**config.mk**
```make
export PLATFORM = sky130hd
export DESIGN_NAME = rmd_div_step
export DESIGN_NICKNAME = d
export VERILOG_FILES = /design/src/hdl/rmd_pkg.sv /design/src/hdl/rmd_div_step.sv
export SDC_FILE = /design/constraint.sdc
export NUM_CORES = 1
export LEC_CHECK = 0
export BUFFER_PORTS_ARGS = -buffer_cell sky130_fd_sc_hd__buf_2
export CORE_AREA = 2 2 249 251
export CTS_BUF_LIST = sky130_fd_sc_hd__clkbuf_8
export CTS_CLUSTER_DIAMETER = 30
export CTS_CLUSTER_SIZE = 24
export DETAILED_ROUTE_END_ITERATION = 8
export DIE_AREA = 0 0 251 253
export MAX_ROUTING_LAYER = met4
export PLACE_DENSITY_LB_ADDON = 0.25
export SETUP_SLACK_MARGIN = 0.2
export SLEW_MARGIN = 20
export SYNTH_ARGS = -nofsm -noshare
export SYNTH_HDL_FRONTEND = slang
export SYNTH_SLANG_ARGS = --single-unit
export TNS_END_PERCENT = 20
```
**constraint.sdc**
```tcl
create_clock -name clock -period 4.3 [get_ports clock]
set_input_delay 0.215 -clock clock [delete_from_list [all_inputs] [get_ports clock]]
set_output_delay 0.215 -clock clock [all_outputs]
set_load 0.01 [all_outputs]
```
**src/hdl/rmd_pkg.sv**
```systemverilog
// ----------------------------------------------------------------------------
// rmd_pkg
// Shared widths, status codes and the division stage record for the rescale
// multiply, divide and round unit.
// ----------------------------------------------------------------------------
package rmd_pkg;

   localparam int OperandWidth  = 63;
   localparam int QuotientWidth = 64;
   localparam int StatusWidth   = 2;
   localparam int HalfWidth     = 32;
   localparam int NumWidth      = 2 * OperandWidth;   // product plus rounding fits here
   localparam int DivSteps      = NumWidth;           // one numerator bit per stage

   localparam logic [StatusWidth-1:0] STATUS_OK       = 2'd0;
   localparam logic [StatusWidth-1:0] STATUS_DIV_ZERO = 2'd1;
   localparam logic [StatusWidth-1:0] STATUS_OVERFLOW = 2'd2;

   // One item in flight through the restoring divider.
   typedef struct packed {
      logic                     valid;
      logic                     zero;
      logic                     ovf;
      logic [OperandWidth-1:0]  divisor;
      logic [OperandWidth-1:0]  rem;
      logic [NumWidth-1:0]      num;
      logic [QuotientWidth-1:0] quo;
   } div_stage_type;

endpackage

```
**src/hdl/rmd_div_step.sv**
```systemverilog
// ----------------------------------------------------------------------------
// rmd_div_step
// One registered step of the restoring divider: shifts in one numerator bit,
// subtracts the divisor when it fits and shifts in one quotient bit.
// ----------------------------------------------------------------------------
module rmd_div_step (
   input  logic                   clock,
   input  logic                   reset,
   input  logic                   enable,
   input  rmd_pkg::div_stage_type stage_in,
   output rmd_pkg::div_stage_type stage_out
);

   rmd_pkg::div_stage_type stage_ff, stage_in_c;
   logic [rmd_pkg::OperandWidth:0] trial;
   logic [rmd_pkg::OperandWidth:0] diff;
   logic                           fits;

   always_comb begin
      trial = {stage_in.rem, stage_in.num[rmd_pkg::NumWidth-1]};
      fits  = trial >= {1'b0, stage_in.divisor};
      diff  = trial - {1'b0, stage_in.divisor};
      stage_in_c         = stage_in;
      stage_in_c.rem     = fits ? diff[rmd_pkg::OperandWidth-1:0]
                                : trial[rmd_pkg::OperandWidth-1:0];
      stage_in_c.num     = {stage_in.num[rmd_pkg::NumWidth-2:0], 1'b0};
      stage_in_c.quo     = {stage_in.quo[rmd_pkg::QuotientWidth-2:0], fits};
      // A quotient bit pushed past bit 63 means the result does not fit.
      stage_in_c.ovf     = stage_in.ovf | stage_in.quo[rmd_pkg::QuotientWidth-1];
   end

   always_ff @(posedge clock) begin
      if (reset) begin
         stage_ff.valid <= 1'b0;
      end else if (enable) begin
         stage_ff.valid <= stage_in_c.valid;
      end
      if (enable) begin
         stage_ff.zero    <= stage_in_c.zero;
         stage_ff.ovf     <= stage_in_c.ovf;
         stage_ff.divisor <= stage_in_c.divisor;
         stage_ff.rem     <= stage_in_c.rem;
         stage_ff.num     <= stage_in_c.num;
         stage_ff.quo     <= stage_in_c.quo;
      end
   end

   assign stage_out = stage_ff;

endmodule

```
# Word level (Yosys, flattened, before mapping)
# Cells that the tools add are included.
[totals]
regBits = 318
elab_cells = 11
output_inout_bits = 319
input_bits = 322
[classes]
n_lt_le_gt_ge = 1
n_mux = 1
n_addsub = 1
bitwise_logic = 1
[op_table]
columns = ["operator", "count"]
rows = [
  ["$ge 64x63->1", 1],
  ["$mux 63", 1],
  ["$sub 63x63->63", 1],
  ["$or 1x1->1", 1],
]

# Logic depth before layout (Yosys ltp)
# Gate-level depths: netlist of the first run.
[logic_depth]
depth_word = 2
mapped_depth = 15
depth_no_buf = 13

# Worst setup path before layout of the first run
# Ideal clock, no wire load.
[synth_path]
path_kind = "input -> register"
from = "input port stage_in[189] (netlist bit)"
to = "register stage_ff (netlist bit stage_out[221]), data pin"
n_path_buf = 2
setup_slack_ns = 1.189
setup_time_ns = 0.260
t_arrival_ns = 2.851
required_time_ns = 4.040
stages = 14
path_cell_list = "inv_1 -> ha_1 -> fa_1 -> nor2b_1 -> o2111ai_1 -> a21oi_2 -> nor3b_2 -> o41a_1 -> o21ai_2 -> a21oi_1 -> o21a_1 -> buf_6 -> buf_6 -> mux2_4"
[synth_lines]
columns = ["element", "line", "rtl"]
rows = [
  ["start, declared", "rmd_div_step.sv:10", "input rmd_pkg::div_stage_type stage_in,"],
  ["end, declared", "rmd_div_step.sv:14", "rmd_pkg::div_stage_type stage_ff, stage_in_c;"],
]

==> metrics.txt, run 1 <==
post-route clock skew=0 ns; clock-pin slew of the registers on the worst-case setup and hold paths=0.06 ns; top-level port count=641; effective utilization at floorplan=0.233; number of placement rows=91; area inside the core boundary=61000 um2; global-route wire length before repair=90100 um; Synth Area in Compound Gates=0.122; antenna violations before repair=24; overall die area=63500 um2; type of the worst setup path=input pin to register; post-route setup TNS=0 ns; Seq/Total Area, Yosys=0.671; flop-to-flop setup slack=3.15 ns; vias in the first global route=13.4k; global route total overflow=0; crit path cell chain=dlygate4sd3_1 > buf_2 > ha_1 > a21oi_1 > o21ai_0 > a221o_1 > a211oi_1 > o221ai_1 > a21oi_1 > o21a_1 > o21ai_1 > nand3b_1 > a32o_1; Achievable Freq=263 MHz; DR DRC count=0; WHS Endpoint=stage_out[14]; final core occ=0.389; setup bufs post-CTS=0; TritonCTS clock tree=done; final net count=2500; r2r startpoint=stage_out[318]; worst path arrival time=4.20 ns; CP Data Required Time=4.70 ns; count of yosys warnings during synthesis=0; number of enable flip-flop cells after synthesis=317; delay of the slowest cell on the worst path=0.64 ns; final weighted congestion of routability-driven global placement=0.869; routed wire length per instance=21.6 um; Via Count=13.0k; antenna-violating nets left=0; Synth-to-Final Area Change=67.1%; Skew-Pair Late Insertion Delay=0.68 ns; post-detailed-route via-to-cell ratio=4.34; max reg flops=318; final number of hold-violating endpoints=0; number of register bits inferred by synthesis=318; Mapped Area=14200 um2; most frequent cell after synthesis=sky130_fd_sc_hd__edfxtp_1; average instance area after synthesis=13.1 um2; cell seen most often among critical-path stages=sky130_fd_sc_hd__a21oi_1; vertical extent of the die=253 um; element type at the critical path start=input pin; final number of max-transition violations=0; final WL=64800 um; pin slew with the least headroom to its limit=0.692 ns; result of the run=finished, final reports clean; power density over cell area=440 nW/um2; number of DRC markers after the initial detailed-route iteration=741; leading post-synthesis cells by instance count=sky130_fd_sc_hd__edfxtp_1 (317), sky130_fd_sc_hd__nand2_1 (114), sky130_fd_sc_hd__a21oi_1 (86); maximum number of pins on one net before global-route repair=104; maximum fanout along the worst path=7; proportion of layout cells with a drive suffix above 1=0.371; Max rail drop VDD=228 uV; area share of the leading cell type in the synthesized netlist=0.670; total clock buffers created by CTS=91; share of synthesized cell area in full adder, half adder and majority cells=0.0569; most instantiated flip-flop cell in the synthesis netlist=sky130_fd_sc_hd__edfxtp_1; H-Tree Level Count=3; number of maximum-capacitance constraint violations=0; synthesized instance count=1088; Register-to-Register Path Depth=3; GR Util All Layers=0.202; HPWL Detailed=49800 um; Top delay family on crit path=compound AO/OA/AOI/OAI gates; startpoint of the most critical setup path=stage_in[214]; Rel. slew slack=0.535; DR pass1 iterations=5; clock tree buffer depth=3; count of input and output buffers=639; async set-reset flop share out of synthesis=0; time the worst path needs with I/O delays and setup=3.80 ns; root buf cell=sky130_fd_sc_hd__clkbuf_8; post-synth net total=1474; Final period util=0.884; portion of netlist area occupied by mux cells=0.00440; instance count along the most critical hold path=2; filler cell count=5964; number of gates given a new drive strength after cts=0; count of cell types in the netlist=62; Static Leak=10.3 nW; xor-xnor portion of the synthesized cell area=0.0357; Synth Area in Simple Gates=0.0758; most area-hungry cell type in the Yosys netlist=sky130_fd_sc_hd__edfxtp_1; top post-synthesis cells by area=sky130_fd_sc_hd__edfxtp_1 (67%), sky130_fd_sc_hd__ha_1 (5.5%), sky130_fd_sc_hd__a21oi_1 (3.0%), sky130_fd_sc_hd__nand2_1 (3.0%), sky130_fd_sc_hd__o21ai_0 (3.0%); clock net sink count=318; type of destination of the critical path=register; RR Endpoint=stage_out[318]; die outline width=251 um; worst hold path class=input pin to register; largest family of logic cells by synthesized area=compound AO/OA/AOI/OAI gates; number of setup violations in the final report=0; Worst Hold Launch=stage_in[13]; critical-path cell with the highest stage delay=sky130_fd_sc_hd__dlygate4sd3_1; Crit path buffers/inverters=2; unrepaired setup endpoints after global routing=false
cells by family after synthesis:
family          after synthesis
flops                       318
fa+ha+maj                    64
compound gates              287
mux                           5
simple gates                233
xor+xnor                     58
buf+inv                     122
other cells                   1
cells in the final DEF (no fill, tap or decap), types with 22 or more instances in the layout:
| master | netlist | routed |
|---|---|---|
| sky130_fd_sc_hd__a21o_1 | 30 | 30 |
| sky130_fd_sc_hd__a21oi_1 | 86 | 86 |
| sky130_fd_sc_hd__buf_2 | 5 | 638 |
| sky130_fd_sc_hd__clkbuf_8 | 0 | 91 |
| sky130_fd_sc_hd__clkinv_2 | 0 | 24 |
| sky130_fd_sc_hd__diode_2 | 0 | 24 |
| sky130_fd_sc_hd__dlygate4sd3_1 | 0 | 320 |
| sky130_fd_sc_hd__edfxtp_1 | 317 | 317 |
| sky130_fd_sc_hd__ha_1 | 63 | 63 |
| sky130_fd_sc_hd__inv_1 | 83 | 91 |
| sky130_fd_sc_hd__nand2_1 | 114 | 114 |
| sky130_fd_sc_hd__nor2_1 | 33 | 33 |
| sky130_fd_sc_hd__o21ai_0 | 85 | 85 |
| sky130_fd_sc_hd__xnor2_1 | 36 | 36 |
| sky130_fd_sc_hd__xor2_1 | 22 | 22 |
per-layer routing:
metal,share of wire,up-vias,GRT usage
met5,0,-,-
met4,0.042,0,0.0867
met3,0.064,104,0.0623
met2,0.51,505,0.353
met1,0.38,6280,0.212
li1,-,6154,-
what timing repair did:
item | 4_1_cts | 5_1_grt
hold buffers | 320 | 0
hold endpoints to repair | 361 | 0
setup endpoints to repair | 0 | 0
area by class of cell:
class | instances | area [um2] | share of cell area
clock buffers | 91 | 1250 | 0.0527
flip-flops and latches | 318 | 9540 | 0.402
repair buffers | 972 | 6560 | 0.276
clock inverters | 78 | 843 | 0.0355
multi-input cells | 648 | 4200 | 0.177
well taps | 790 | 988 | 0.0416
diodes | 24 | 60.1 | 0.00253
inverters | 83 | 312 | 0.0131
worst max path at each step:
stage                endpoint  cells after the start
2_1_floorplan  stage_out[221]                     14
3_3_place_gp   stage_out[250]                     13
3_5_place_dp   stage_out[250]                     13
4_1_cts        stage_out[250]                     14
5_1_grt        stage_out[250]                     14
6_report       stage_out[250]                     13
where the power goes:
part	switching, mW	internal, mW
Combinational	1.03	0.791
Sequential	0.0862	3.77
Clock	1.79	3.00
Total	2.90	7.56
through the flow:
stage	power [mW]	worst slack (ns)	instance area (um2)	instances	hold slack, ns
CTS	10.6	0.389	23700	2980	0.147
global placement	5.49	0.318	18400	2491	0.381
global route	10.9	0.340	23700	3003	0.176
finish	10.5	0.498	23700	3004	0.218
detailed placement	5.49	0.335	18400	2491	0.385
floorplan	4.65	1.19	14200	1088	0.287
(Power assumes the default switching activity.)
==> run 2: changes to the inputs <==
RECOVER_POWER = 50   (was not set)
==> run 2 against run 1 <==
  * The run now ends with capacitance limit, slew limit left
  * Routed wire length is 0.20% lower
  * Total power is 0.14% lower
  * Register-to-register slack hardly changed
  * Maximum frequency is 2.9% lower
  * Sequential power hardly changed
  * Via count is 0.15% higher
  * Non-clock buffer count stayed put
  * Setup slack worse by 0.11 ns
  * Combinational power hardly changed
  * Sequential share of layout area is 0.20 points higher
  * Critical path type unchanged
  * Highest routed layer unchanged
==> metrics.txt, run 2 (synthesized netlist as in run 1, its figures left out) <==
sw frac=0.277; global route total overflow=0; antenna violations before repair=24; H-Tree Level Count=3; TritonCTS clock tree=done; routed wire length per instance=21.5 um; Net Switching=2.90 mW; portion of total power attributed to sequential cells=0.370; DR DRC count=0; HPWL Detailed=49800 um; top-level port count=641; proportion of layout cells with a drive suffix above 1=0.331; GR Util All Layers=0.202; number of setup violations in the final report=0; Synth-to-Final Area Change=66.3%; post-detailed-route via-to-cell ratio=4.35; delay of the slowest cell on the worst path=0.61 ns; number of gates given a new drive strength after cts=0; effective utilization at floorplan=0.233; number of maximum-capacitance constraint violations=1; final weighted congestion of routability-driven global placement=0.869; Skew-Pair Late Insertion Delay=0.68 ns; final number of max-transition violations=45; Achievable Freq=255 MHz; P_int=7.55 mW; antenna-violating nets left=0; final net count=2500; Max rail drop VDD=227 uV; max reg flops=318; CP Data Required Time=4.70 ns; number of placement rows=91; Top delay family on crit path=compound AO/OA/AOI/OAI gates; number of DRC markers after the initial detailed-route iteration=768; filler cell count=6012; unrepaired setup endpoints after global routing=false; clock tree buffer depth=3; crit path cell chain=dlygate4sd3_1 > clkbuf_1 > inv_1 > ha_1 > a21oi_1 > o21ai_0 > a221o_1 > a211oi_1 > o221ai_1 > a21oi_1 > o21a_1 > o21ai_1 > nand3b_1 > a32o_1; total clock buffers created by CTS=91; area of the multi-input gates=4200 um2; final WL=64700 um; commonest non-fill, non-tap cell in the layout=sky130_fd_sc_hd__buf_2; post-layout total power=10.4 mW; overall die area=63500 um2; Rel. slew slack=-1.01; Final period util=0.911; vertical extent of the die=253 um; time the worst path needs with I/O delays and setup=3.92 ns; global-route wire length before repair=90100 um; type of the worst setup path=input pin to register; register cell area after layout=9540 um2; maximum fanout along the worst path=7; type of destination of the critical path=register; vias in the first global route=13.4k; Crit path buffers/inverters=3; post-route clock skew=0 ns; count of input and output buffers=639; Static Leak=10.1 nW; power density over cell area=442 nW/um2; CTS Hold Buffers Added=320; post-route setup TNS=0 ns; setup bufs post-CTS=0; Combinational Power Share=0.173; Via Count=13.1k; element type at the critical path start=input pin; worst hold path class=input pin to register; die outline width=251 um; cell seen most often among critical-path stages=sky130_fd_sc_hd__a21oi_1; worst path arrival time=4.32 ns; clock network fraction of design power=0.457; critical-path cell with the highest stage delay=sky130_fd_sc_hd__dlygate4sd3_1; most frequent cells in the layout=sky130_fd_sc_hd__buf_2 (552), sky130_fd_sc_hd__dlygate4sd3_1 (320), sky130_fd_sc_hd__edfxtp_1 (317); maximum number of pins on one net before global-route repair=104; clock net sink count=318; failing checks=capacitance limit, slew limit; clock-pin slew of the registers on the worst-case setup and hold paths=0.06 ns; final number of hold-violating endpoints=0; area inside the core boundary=61000 um2; result of the run=finished, violations left; DR pass1 iterations=7; root buf cell=sky130_fd_sc_hd__clkbuf_8; pin slew with the least headroom to its limit=3.02 ns; worst-case hold slack=0.222 ns
## run 2: worst reg2reg max path, cell delays in order, from the launching register on
cell and delay [ns]:
sky130_fd_sc_hd__dfxtp_1 0.31, sky130_fd_sc_hd__mux2i_1 0.14, sky130_fd_sc_hd__nor2_1 0.05, sky130_fd_sc_hd__dlygate4sd3_1 0.54
## run 2: layout make-up
type | count | share of cell area
Sequential cell | 318 | 0.404
Timing Repair Buffer | 972 | 0.273
Multi-Input combinational cell | 648 | 0.178
Clock buffer | 91 | 0.0530
Tap cell | 790 | 0.0418
Clock inverter | 78 | 0.0357
Inverter | 83 | 0.0132
Antenna cell | 24 | 0.00254
## run 2: final timing paths
kind                            slack (ns)        endpoint      startpoint  depth (start not counted)
worst min register to register        1.05  stage_out[318]  stage_out[318]                          3
worst max-delay path                  0.38  stage_out[250]   stage_in[278]                         14
worst max register to register        3.15  stage_out[318]  stage_out[318]                          3
worst min-delay path                  0.22   stage_out[14]    stage_in[13]                          2
## run 2: stage by stage
stage | worst slack, ns | area (um2) | instances | util
3_3_place_gp | 0.318 | 18400 | 2491 | 0.301
2_1_floorplan | 1.19 | 14200 | 1088 | -
6_report | 0.384 | 23600 | 3004 | 0.387
3_5_place_dp | 0.335 | 18400 | 2491 | 0.301
4_1_cts | 0.389 | 23700 | 2980 | 0.388
5_1_grt | 0.241 | 23600 | 3003 | 0.387
## run 2: power by group through the flow
stage	clock network, mW	logic (mW)	registers (mW)
floorplan	0	0.582	4.07
CTS	4.92	1.84	3.86
detailed placement	0	1.58	3.91
finish	4.78	1.81	3.86
global route	5.07	1.96	3.89
global placement	0	1.57	3.91
## run 2: per-layer routing
layer,up-vias,track usage,share of wire,wire [um]
met1,6272,0.212,0.38,24400
met4,0,0.0867,0.042,2700
met5,-,-,0,0
met3,104,0.0623,0.065,4210
met2,533,0.353,0.52,33400
li1,6153,-,-,-
